===== src/sfb_pkg.sv =====
package sfb_pkg;

  localparam int NUM_BINS_DEF   = 64;
  localparam int MAX_X_MODE_DEF = 1024;
  localparam int MAX_Y_MODE_DEF = 1024;

  localparam int CMD_W     = 2;
  localparam int CFG_IDX_W = 2;
  localparam int CFG_W     = 32;
  localparam int IDX_W     = 11;
  localparam int COEF_W    = 32;
  localparam int FLUX_W    = 64;
  localparam int BIN_IDX_W = 6;

  // k = mode * scale is IDX_W + CFG_W bits, k^2 one bit more than twice that
  localparam int A_W       = IDX_W + CFG_W;
  localparam int K2_W      = 2 * A_W + 1;
  localparam int ROOT_W    = A_W + 1;
  localparam int DIV_STEPS = FLUX_W + CFG_W;
  localparam int CNT_W     = $clog2(DIV_STEPS);

  localparam logic [CMD_W-1:0] CMD_ACC   = 2'd0;
  localparam logic [CMD_W-1:0] CMD_CLOSE = 2'd1;
  localparam logic [CMD_W-1:0] CMD_CLEAR = 2'd2;

  localparam logic [CFG_IDX_W-1:0] REG_KX = 2'd0;
  localparam logic [CFG_IDX_W-1:0] REG_KY = 2'd1;
  localparam logic [CFG_IDX_W-1:0] REG_BW = 2'd2;

  localparam logic [CFG_W-1:0] CFG_RESET = 32'h0001_0000;

  // multiplier sequence, issued in this order
  localparam int MOP_W   = 4;
  localparam int MUL_OPS = 10;
  localparam logic [MOP_W-1:0] MOP_AX  = 4'd0;
  localparam logic [MOP_W-1:0] MOP_BY  = 4'd1;
  localparam logic [MOP_W-1:0] MOP_AL2 = 4'd2;
  localparam logic [MOP_W-1:0] MOP_ALH = 4'd3;
  localparam logic [MOP_W-1:0] MOP_AH2 = 4'd4;
  localparam logic [MOP_W-1:0] MOP_BL2 = 4'd5;
  localparam logic [MOP_W-1:0] MOP_BLH = 4'd6;
  localparam logic [MOP_W-1:0] MOP_BH2 = 4'd7;
  localparam logic [MOP_W-1:0] MOP_WR  = 4'd8;
  localparam logic [MOP_W-1:0] MOP_WI  = 4'd9;

  typedef struct packed {
    logic                 load;
    logic                 mul_go;
    logic [MOP_W-1:0]     mul_sel;
    logic                 iter_init;
    logic                 sq_step;
    logic                 bs_step;
    logic                 dv_step;
    logic                 fin;
    logic                 rd_en;
    logic                 upd_wr;
    logic                 cl_load;
    logic                 frame_clr;
    logic                 total_clr;
    logic [BIN_IDX_W-1:0] addr;
  } sfb_cmd_t;

  typedef struct packed {
    logic                 mode_ok;
    logic                 k2_zero;
    logic                 over_range;
    logic [BIN_IDX_W-1:0] bin;
  } sfb_sts_t;

endpackage


===== src/sfb_ctrl.sv =====
module sfb_ctrl #(
  parameter int NUM_BINS = sfb_pkg::NUM_BINS_DEF
) (
  input  logic                        clk,
  input  logic                        rst_n,
  input  logic                        in_valid,
  output logic                        in_stall,
  input  logic [sfb_pkg::CMD_W-1:0]   in_command,
  output logic                        out_valid,
  input  logic                        out_stall,
  output sfb_pkg::sfb_cmd_t           cmd,
  input  sfb_pkg::sfb_sts_t           sts
);

  localparam int BIN_W = $clog2(NUM_BINS);
  localparam int CNT_W = sfb_pkg::CNT_W;

  typedef enum logic [3:0] {
    S_IDLE, S_MUL, S_MUL_END, S_CHK, S_ITER, S_FIN,
    S_UPD_RD, S_UPD_WR, S_CL_RD, S_CL_WR
  } state_t;

  state_t             state_r, state_nxt;
  logic [CNT_W-1:0]   cnt_r, cnt_nxt;
  logic               out_valid_r, out_valid_nxt;

  always_comb begin
    state_nxt     = state_r;
    cnt_nxt       = cnt_r;
    out_valid_nxt = out_valid_r && out_stall;
    cmd           = '0;
    cmd.addr      = cnt_r[sfb_pkg::BIN_IDX_W-1:0];
    cmd.mul_sel   = cnt_r[sfb_pkg::MOP_W-1:0];
    unique case (state_r)
      S_IDLE: begin
        if (in_valid) begin
          unique case (in_command)
            sfb_pkg::CMD_ACC: begin
              if (sts.mode_ok) begin
                cmd.load  = 1'b1;
                cnt_nxt   = '0;
                state_nxt = S_MUL;
              end
            end
            sfb_pkg::CMD_CLOSE: begin
              cnt_nxt   = '0;
              state_nxt = S_CL_RD;
            end
            sfb_pkg::CMD_CLEAR: cmd.total_clr = 1'b1;
            default: ;
          endcase
        end
      end
      S_MUL: begin
        cmd.mul_go = 1'b1;
        if (cnt_r == CNT_W'(sfb_pkg::MUL_OPS - 1)) begin
          state_nxt = S_MUL_END;
        end else begin
          cnt_nxt = cnt_r + 1'b1;
        end
      end
      // last product lands in its register here
      S_MUL_END: state_nxt = S_CHK;
      S_CHK: begin
        if (sts.k2_zero) begin
          state_nxt = S_IDLE;
        end else begin
          cmd.iter_init = 1'b1;
          cnt_nxt       = '0;
          state_nxt     = S_ITER;
        end
      end
      S_ITER: begin
        // root and divide run side by side, bin search follows the root
        cmd.dv_step = 1'b1;
        cmd.sq_step = cnt_r < CNT_W'(sfb_pkg::ROOT_W);
        cmd.bs_step = (cnt_r >= CNT_W'(sfb_pkg::ROOT_W)) &&
                      (cnt_r < CNT_W'(sfb_pkg::ROOT_W + BIN_W));
        if (cnt_r == CNT_W'(sfb_pkg::DIV_STEPS - 1)) begin
          state_nxt = S_FIN;
        end else begin
          cnt_nxt = cnt_r + 1'b1;
        end
      end
      S_FIN: begin
        if (sts.over_range) begin
          state_nxt = S_IDLE;
        end else begin
          cmd.fin   = 1'b1;
          cnt_nxt   = '0;
          state_nxt = S_UPD_RD;
        end
      end
      S_UPD_RD: begin
        cmd.rd_en = 1'b1;
        state_nxt = S_UPD_WR;
      end
      S_UPD_WR: begin
        cmd.upd_wr = 1'b1;
        if (cnt_r[sfb_pkg::BIN_IDX_W-1:0] == sts.bin) begin
          state_nxt = S_IDLE;
        end else begin
          cnt_nxt   = cnt_r + 1'b1;
          state_nxt = S_UPD_RD;
        end
      end
      S_CL_RD: begin
        cmd.rd_en = 1'b1;
        state_nxt = S_CL_WR;
      end
      S_CL_WR: begin
        if (!out_valid_r || !out_stall) begin
          cmd.cl_load   = 1'b1;
          out_valid_nxt = 1'b1;
          if (cnt_r == CNT_W'(NUM_BINS - 1)) begin
            cmd.frame_clr = 1'b1;
            state_nxt     = S_IDLE;
          end else begin
            cnt_nxt   = cnt_r + 1'b1;
            state_nxt = S_CL_RD;
          end
        end
      end
      default: state_nxt = S_IDLE;
    endcase
  end

  always_ff @(posedge clk) begin
    if (!rst_n) begin
      state_r     <= S_IDLE;
      cnt_r       <= '0;
      out_valid_r <= 1'b0;
    end else begin
      state_r     <= state_nxt;
      cnt_r       <= cnt_nxt;
      out_valid_r <= out_valid_nxt;
    end
  end

  assign in_stall  = (state_r != S_IDLE);
  assign out_valid = out_valid_r;

  a_no_overwrite: assert property (@(posedge clk) disable iff (!rst_n)
    cmd.cl_load |-> !(out_valid_r && out_stall))
    else $error("output register overwritten while stalled");

  a_upd_range: assert property (@(posedge clk) disable iff (!rst_n)
    cmd.upd_wr |-> (cnt_r[sfb_pkg::BIN_IDX_W-1:0] <= sts.bin))
    else $error("frame update past the mode's bin");

  a_close_end: assert property (@(posedge clk) disable iff (!rst_n)
    cmd.frame_clr |=> (state_r == S_IDLE) && out_valid_r)
    else $error("readout did not end on the last bin");

  a_iter_len: assert property (@(posedge clk) disable iff (!rst_n)
    (state_r == S_ITER && cnt_r == CNT_W'(sfb_pkg::DIV_STEPS - 1)) |=> state_r == S_FIN)
    else $error("iteration did not finish");

endmodule


===== config.mk =====
export PLATFORM = sky130hd
export DESIGN_NAME = sfb_ctrl
export DESIGN_NICKNAME = d
export VERILOG_FILES = /design/src/sfb_pkg.sv /design/src/sfb_ctrl.sv
export SDC_FILE = /design/constraint.sdc
export NUM_CORES = 1
export LEC_CHECK = 0
export BUFFER_PORTS_ARGS = -buffer_cell sky130_fd_sc_hd__buf_2
export CAP_MARGIN = 25
export CORE_MARGIN = 3
export CORE_UTILIZATION = 54
export CTS_CLUSTER_DIAMETER = 40
export DETAILED_ROUTE_END_ITERATION = 8
export GPL_ROUTABILITY_DRIVEN = 0
export PLACE_DENSITY_LB_ADDON = 0.1
export SYNTH_ARGS = -nofsm -noshare
export SYNTH_HDL_FRONTEND = slang
export SYNTH_SLANG_ARGS = --single-unit
export TNS_END_PERCENT = 10

===== constraint.sdc =====
create_clock -name clk -period 4.57 [get_ports clk]
set_clock_uncertainty 0.2 [all_clocks]
set_input_delay 0.2285 -clock clk [delete_from_list [all_inputs] [get_ports clk]]
set_output_delay 0.2285 -clock clk [all_outputs]
set_load 0.05 [all_outputs]

==> flow_metrics.env, run 1 <==
export IMPL_status="finished clean"
export IMPL_final_nets=193
export IMPL_tns_ns=0
export IMPL_synth_top_area_cell="dfxtp_1"
export IMPL_critPathCapture="cmd[7]"
export IMPL_crit_buf_inv=1
export IMPL_synth_edff_count=0
export IMPL_cts_resized=0
export IMPL_worstMarginPinSlew_ns=0.706
export IMPL_crit_required_ns=4.14
export IMPL_path_cells="ha_1 -> nand4_1 -> nor2_1 -> and2_1 -> buf_2"
export IMPL_synth_area_um2=1170
export IMPL_fp_dieH_um=52.5
export IMPL_layout_setup_ws_ns=2.00
export IMPL_timing_rr_end="cnt_r[3]"
export IMPL_slew_headroom=0.529
export IMPL_core_area_um2=2000
export IMPL_diodes=0
export IMPL_ant_nets=0
export IMPL_clk_pin_slew_ns=0.08
export IMPL_fin_crit_sh=0.563
export IMPL_drc=0
export IMPL_die_w_um=52.5
export IMPL_async_reset_ff_frac=0
export IMPL_hold_viol=0
export IMPL_vias=1254
export IMPL_startpoint="cnt_r[0]"
export IMPL_critPathCaptureType="output port"
export IMPL_numPortBuffers=38
export IMPL_dp_cells=197
export IMPL_syn_inst=151
export IMPL_crit_family="simple AND/OR/NAND/NOR gates"
export IMPL_ir_drop_v=0.000218
export IMPL_area_growth_pct=11.2
export IMPL_ys_warnings_count=0
export IMPL_reg2reg_slack_ns=2.03
export IMPL_yosysTopAreaCellShare=0.206
export IMPL_cts_sinks=12
export IMPL_drive_above_1_share=0.282
export IMPL_wl_um=3010
export IMPL_ctsHoldBuffers=0
export IMPL_grtUsageTotal=0.232
export IMPL_cts_tree="done"
export IMPL_critPathMaxStageDelay_ns=0.56
export IMPL_max_freq_mhz=389
export IMPL_critPathArrivalTime_ns=2.14
export IMPL_wire_per_inst_um=15.0
export IMPL_synth_area_per_cell_um2=7.74
export IMPL_yosys_register_bits=12
export IMPL_cp_max_fo=11
export IMPL_grt_pass1_vias=1049
export IMPL_die_area_um2=2760
export IMPL_worst_r2r_cell_count=7
export IMPL_synth_most_common_cell="buf_4"
export IMPL_start_util=0.584
export IMPL_yosys_top_cells_count="14 x buf_4, 12 x dfxtp_1, 11 x nor2_1, 8 x a21oi_1, 8 x inv_1"
export IMPL_dr_pass1_iters=4
export IMPL_hp_class="in2reg"
export IMPL_critPathSlowestCell="dfxtp_1"
export IMPL_antenna_found_initial=0
export IMPL_path_class="reg2out"
export IMPL_cts_htree_levels=1
export IMPL_cp_num_cells=5
export IMPL_cap_violations=0
export IMPL_start_kind="register"
export IMPL_power_density_nw_per_um2=321
export IMPL_grt_pass1_wl_um=4860
export IMPL_cts_root_buf="clkbuf_4"
export IMPL_report_final_slew_viol_count=0
export IMPL_dpl_hpwl_um=2280
export IMPL_dr_first_iter_drc_count=68
export IMPL_pre_cts_slack_ns=2.07
export IMPL_final_fill_count=187
export IMPL_leakage_uw=0.000591
export IMPL_io_pins=39
export IMPL_ys_types=51
export IMPL_synth_seq_area_share=0.206
export IMPL_instances_no_fill=201
export IMPL_reg2reg_from="cnt_r[1]"
export IMPL_insertion_delay_ns=0.28
export IMPL_globalRouteOverflowTotal=0
export IMPL_cts_buffers_inserted=3
export IMPL_rows=16
export IMPL_period_needed_ns=2.57
export IMPL_syn_nets=169
export IMPL_cts_setup_buffers=0
export IMPL_ys_flop_type="dfxtp_1"
export IMPL_rsz0062_at_grt="false"
export IMPL_grt_max_degree=17
export IMPL_synth_area_leaders="dfxtp_1 21%, buf_4 9.0%, xor2_1 4.5%"
export IMPL_setup_viol=0
export IMPL_viasPerCell=6.24
export IMPL_cts_buffer_depth=2
## cell type report
cell class / count / area (um2) / share of cell area
sequential: 12 / 240 / 0.185
tap: 27 / 33.8 / 0.0260
timing repair buffer: 38 / 190 / 0.146
clock buffer: 4 / 36.3 / 0.0279
inverter: 9 / 33.8 / 0.0260
multi-input combinational: 111 / 766 / 0.589
## per-layer routing
metal	up-vias	part of all wire	global-route usage	routed length, um
li1	608	-	-	-
met1	567	0.45	0.328	1340
met5	-	0	0	0
met2	79	0.46	0.353	1370
met3	0	0.098	0.0684	296
met4	0	0	0.0298	0
## worst min path at each step
stage	startpoint	endpoint	slack, ns	cells past startpoint
finish	out_stall	out_valid	0.02	3
global route	out_stall	out_valid	0.03	3
CTS	out_stall	out_valid	0.02	3
detailed placement	out_valid	out_valid	0.30	2
global placement	out_valid	out_valid	0.30	2
floorplan	out_stall	out_valid	0.18	2
## worst min-delay path: cells and delay by family
kind	cells	cell delay [ns]
AO/OA/AOI/OAI	1	0.06
buffers and inverters	1	0.10
AND/OR/NAND/NOR	1	0.07
## sequential cells by signal, summed over array words and instances (netlist names)
register,count
cnt_r,7
out_valid,1
state_r,4
## per-stage QoR
stage           util  area, um2  power, uW  hold slack, ns
2_1_floorplan      -       1170        292           0.183
3_3_place_gp   0.631       1260        321           0.297
3_5_place_dp   0.631       1260        325           0.296
4_1_cts        0.649       1300        415          0.0166
5_1_grt        0.649       1300        444          0.0321
6_report       0.649       1300        417          0.0237
## cell usage in the layout, fill, tap and decap left out, types with 2 or more instances in the layout
cell | netlist | final
buf_2 | 3 | 38
dfxtp_1 | 12 | 12
nor2_1 | 11 | 11
inv_1 | 8 | 8
a21oi_1 | 8 | 8
nand2_1 | 6 | 6
xor2_1 | 6 | 6
nand3_1 | 5 | 5
o22ai_1 | 5 | 5
nor4_1 | 4 | 4
nor4b_1 | 4 | 4
nand2b_1 | 4 | 4
nand4_1 | 4 | 4
o21ai_1 | 4 | 4
o311ai_1 | 4 | 4
nor3_1 | 3 | 3
a211oi_1 | 3 | 3
nand3b_1 | 3 | 3
and3_1 | 3 | 3
ha_1 | 3 | 3
clkbuf_4 | 0 | 3
nor3b_1 | 2 | 2
a31oi_1 | 2 | 2
nor2b_1 | 2 | 2
o31ai_1 | 2 | 2
## logic make-up after synthesis
logic type,synth area share
compound gates,0.245
mux,0.00857
simple gates,0.317
flops,0.206
fa+ha+maj,0.0321
xor+xnor,0.0525
buf+inv,0.139
## report_power, final
group / internal [uW] / switching [uW]
combinational: 66.8 / 128
sequential: 111 / 21.6
clock: 48.5 / 40.5
total: 226 / 191
(Power assumes the default switching activity.)
==> run 2: changes to the inputs <==
Settings changed: CORE_UTILIZATION 54 to 45.
Clock period 4.57 ns to 2.35 ns, I/O delays scaled along.
==> flow_metrics.env, run 2 (synthesized netlist as in run 1, its figures left out) <==
export IMPL_status="finished clean"
export IMPL_fin_crit_sh=0.992
export IMPL_wl_um=3100
export IMPL_cp_max_fo=16
export IMPL_core_area_um2=2340
export IMPL_crit_required_ns=2.34
export IMPL_critPathArrivalTime_ns=2.32
export IMPL_insertion_delay_ns=0.28
export IMPL_cts_buffer_depth=2
export IMPL_grt_pass1_vias=1076
export IMPL_critPathSlowestCell="dfxtp_1"
export IMPL_start_util=0.499
export IMPL_cts_setup_buffers=0
export IMPL_dr_first_iter_drc_count=59
export IMPL_die_area_um2=3240
export IMPL_critPathCaptureType="register"
export IMPL_wire_per_inst_um=14.5
export IMPL_grt_max_degree=17
export IMPL_numPortBuffers=38
export IMPL_globalRouteOverflowTotal=0
export IMPL_cts_tree="done"
export IMPL_grtUsageTotal=0.188
export IMPL_met1_length_um=1510
export IMPL_cts_buffers_inserted=3
export IMPL_io_pins=39
export IMPL_cts_root_buf="clkbuf_4"
export IMPL_hold_viol=0
export IMPL_die_w_um=57.0
export IMPL_dr_wl_met2_um=1310
export IMPL_rsz0062_at_grt="true"
export IMPL_report_final_slew_viol_count=0
export IMPL_drc=0
export IMPL_diodes=0
export IMPL_largest_reg_flops=7
export IMPL_drive_above_1_share=0.341
export IMPL_fp_dieH_um=57.0
export IMPL_ant_nets=0
export IMPL_route_met3_wl_um=276
export IMPL_crit_family="compound AO/OA/AOI/OAI gates"
export IMPL_cts_sinks=12
export IMPL_path_class="reg2reg"
export IMPL_hp_class="in2reg"
export IMPL_slew_headroom=0.542
export IMPL_worstMarginPinSlew_ns=0.681
export IMPL_crit_buf_inv=0
export IMPL_final_nets=204
export IMPL_path_cells="o2111ai_1 -> a22o_4 -> or4_4 -> o41ai_2"
export IMPL_layout_commonest_cell="buf_2"
export IMPL_cap_violations=0
export IMPL_largest_register="cnt_r"
export IMPL_clk_pin_slew_ns=0.08
export IMPL_highest_layer="met3"
export IMPL_leakage_uw=0.000647
export IMPL_antenna_found_initial=0
export IMPL_instances_no_fill=213
export IMPL_area_growth_pct=20.8
export IMPL_cts_htree_levels=1
export IMPL_critPathMaxStageDelay_ns=0.62
export IMPL_grt_pass1_wl_um=5020
export IMPL_start_kind="register"
export IMPL_dp_cells=207
export IMPL_dpl_cell_area_um2=1350
export IMPL_rows=17
export IMPL_design_area_um2=1410
export IMPL_vias=1267
export IMPL_viasPerCell=5.95
export IMPL_dpl_hpwl_um=2390
export IMPL_max_freq_mhz=429
export IMPL_ir_drop_v=0.000430
export IMPL_period_needed_ns=2.33
export IMPL_power_density_nw_per_um2=584
export IMPL_mostFrequentLayoutCells="38 x buf_2, 11 x dfxtp_1, 10 x nor2_1"
export IMPL_setup_viol=0
export IMPL_dr_pass1_iters=4
[run 2: cell types whose count changed in the layout (fill, tap and decap cells not counted), sizes merged]
| cell | before | now |
|---|---|---|
| buf | 38 | 47 |
| dlygate4sd3 | 0 | 2 |
[run 2: what timing repair did]
action                                  in CTS  in global routing
resized for setup                            0                  2
endpoints found under the setup margin       0                  8
hold endpoints to repair                     6                  0
hold buffers                                 2                  0
[run 2: layout make-up]
class	count	area, um2
fill	244	928
multi-input combinational	111	787
timing repair buffer	49	278
sequential	12	241
clock buffer	4	36.3
tap	28	35.0
inverter	9	33.8
[run 2: tightest hold or removal path, delay by kind of cell]
kind / cells / cell delay [ns]
and+or+nand+nor: 3 / 0.33
buffers and inverters: 1 / 0.10
[run 2: worst paths after layout]
kind                    from    endpoint  slack [ns]  depth (start not counted)
setup / recovery  state_r[0]    cnt_r[3]        0.02                          4
hold / removal        sts[7]  state_r[2]        0.11                          4
setup reg to reg  state_r[0]    cnt_r[3]        0.02                          4
hold reg to reg    out_valid   out_valid        0.30                          2
[run 2: power by group]
| group | internal [uW] | switching, uW |
|---|---|---|
| combinational | 147 | 255 |
| clock | 94.2 | 71.3 |
| sequential | 216 | 41.3 |
| total | 457 | 368 |
[run 2: stage by stage]
step	setup TNS, ns	hold slack (ns)	setup WS, ns	util	total power [uW]
finish	0	0.108	0.0196	0.603	825
global placement	0	0.202	0.0862	0.578	648
CTS	0	0.104	0.0126	0.602	827
detailed placement	0	0.204	0.0367	0.578	655
floorplan	-1.60	0.0720	-0.210	-	572
global route	-0.442	0.134	-0.117	0.603	879
[run 2: metal layers]
layer  GRT usage  vias up
met5           0        -
met4      0.0199        0
met3      0.0452        0
met2       0.261       65
met1       0.299      576
li1            -      626
==> run 3: changes to the inputs <==
Settings changed: CORE_UTILIZATION 45 to 47, CTS_BUF_LIST set to sky130_fd_sc_hd__clkbuf_2, RECOVER_POWER set to 100.
==> flow_metrics.env, run 3 (synthesized netlist as in run 1, its figures left out) <==
export IMPL_status="finished with violations"
export IMPL_violations="negative setup slack"
export IMPL_io_pins=39
export IMPL_cts_root_buf="clkbuf_2"
export IMPL_setup_viol=1
export IMPL_drive_above_1_share=0.270
export IMPL_report_final_slew_viol_count=0
export IMPL_vias=1288
export IMPL_slew_headroom=0.549
export IMPL_layout_commonest_cell="buf_2"
export IMPL_fin_crit_sh=1.01
export IMPL_cts_setup_buffers=0
export IMPL_critPathArrivalTime_ns=2.35
export IMPL_p_seq_frac=0.326
export IMPL_cts_htree_levels=1
export IMPL_cell_internal_pwr_uw=403
export IMPL_largest_register="cnt_r"
export IMPL_gr_usage_met1=0.273
export IMPL_max_freq_mhz=422
export IMPL_globalRouteOverflowTotal=0
export IMPL_hold_viol=0
export IMPL_cts_sinks=12
export IMPL_crit_required_ns=2.33
export IMPL_antenna_found_initial=0
export IMPL_layout_setup_ws_ns=-0.0188
export IMPL_hp_class="in2reg"
export IMPL_viasPerCell=6.05
export IMPL_period_needed_ns=2.37
export IMPL_cap_violations=0
export IMPL_power_density_nw_per_um2=567
export IMPL_die_w_um=55.9
export IMPL_numPortBuffers=38
export IMPL_use_met2=0.284
export IMPL_rows=17
export IMPL_diodes=0
export IMPL_cts_buffers_inserted=3
export IMPL_grt_pass1_vias=1121
export IMPL_dp_cells=208
export IMPL_clk_pin_slew_ns=0.14
export IMPL_die_area_um2=3120
export IMPL_mostFrequentLayoutCells="24 x buf_2, 15 x clkbuf_1, 10 x nor2_1, 10 x dfxtp_1, 9 x buf_4"
export IMPL_critPathMaxStageDelay_ns=0.56
export IMPL_core_area_um2=2280
export IMPL_p_clk_frac=0.139
export IMPL_instances_no_fill=213
export IMPL_crit_buf_inv=0
export IMPL_cts_buffer_depth=2
export IMPL_worstMarginPinSlew_ns=0.670
export IMPL_start_util=0.513
export IMPL_dr_first_iter_drc_count=83
export IMPL_met3_usage=0.0557
export IMPL_critPathCaptureType="register"
export IMPL_sw_frac_of_total=0.487
export IMPL_cp_max_fo=11
export IMPL_crit_family="simple AND/OR/NAND/NOR gates"
export IMPL_grt_pass1_wl_um=5080
export IMPL_grtUsageTotal=0.195
export IMPL_ant_nets=0
export IMPL_start_kind="register"
export IMPL_dpl_hpwl_um=2480
export IMPL_leakage_uw=0.000581
export IMPL_wl_um=3230
export IMPL_dr_pass1_iters=5
export IMPL_final_util=0.609
export IMPL_insertion_delay_ns=0.28
export IMPL_path_class="reg2reg"
export IMPL_ir_drop_v=0.000406
export IMPL_cts_tree="done"
export IMPL_drc=0
export IMPL_area_growth_pct=18.5
export IMPL_final_nets=205
export IMPL_grt_busiest_layer="met2"
export IMPL_wire_per_inst_um=15.2
export IMPL_pre_cts_slack_ns=0.0505
export IMPL_rsz0062_at_grt="true"
export IMPL_fp_dieH_um=55.9
export IMPL_grt_max_degree=14
export IMPL_power_switching_uw=382
export IMPL_path_cells="and4b_4 -> nor3b_1 -> a22o_4 -> or4_4 -> o41ai_2"
export IMPL_largest_reg_flops=7
export IMPL_p_comb_frac=0.535
export IMPL_critPathSlowestCell="dfxtp_1"
-- run 3: changes by cell type in the layout (fill, tap and decap cells not counted), moves of 3 or more --
cell | before | now
clkbuf_1 | 0 | 15
buf_2 | 38 | 24
clkbuf_4 | 3 | 0
clkbuf_2 | 0 | 3
-- run 3: layout make-up --
cell class	count	area, um2
Timing Repair Buffer	50	264
Inverter	9	33.8
Multi-Input combinational cell	111	795
Sequential cell	12	243
Fill cell	222	891
Clock buffer	3	15.0
Tap cell	28	35.0
-- run 3: final timing paths --
kind / start / end / slack [ns] / depth (start not counted)
max: state_r[3] / cnt_r[3] / -0.02 / 5
min: sts[6] / state_r[1] / 0.11 / 3
max reg2reg: state_r[3] / cnt_r[3] / -0.02 / 5
min reg2reg: out_valid / out_valid / 0.31 / 2
-- run 3: power groups by stage --
stage,Clock (uW),Sequential (uW),Combinational (uW)
2_1_floorplan,0,236,336
3_3_place_gp,0,257,401
3_5_place_dp,0,259,411
4_1_cts,110,254,415
5_1_grt,114,259,450
6_report,109,256,420
-- run 3: routing by layer --
layer	vias to the layer above	routed length, um
li1	627	-
met1	574	1440
met2	82	1370
met3	5	387
met4	0	38
met5	-	0
-- run 3: worst reg2reg max path, delay by kind of cell (launching register included) --
| family | cells | cell delay, ns |
|---|---|---|
| simple gates | 3 | 0.97 |
| flops | 1 | 0.56 |
| compound gates | 2 | 0.54 |
-- run 3: through the flow --
| stage | area [um2] | power [uW] | hold WS [ns] | TNS, ns |
|---|---|---|---|---|
| finish | 1390 | 785 | 0.112 | -0.0188 |
| global route | 1390 | 824 | 0.139 | -0.164 |
| CTS | 1390 | 780 | 0.108 | 0 |
| detailed placement | 1360 | 670 | 0.203 | 0 |
| global placement | 1360 | 657 | 0.203 | 0 |
| floorplan | 1190 | 572 | 0.0720 | -1.60 |
-- run 3: repair_timing --
action	in CTS	in global routing
hold endpoints to repair	5	0
resized for setup	0	4
endpoints found under the setup margin	0	9
hold buffers	2	0
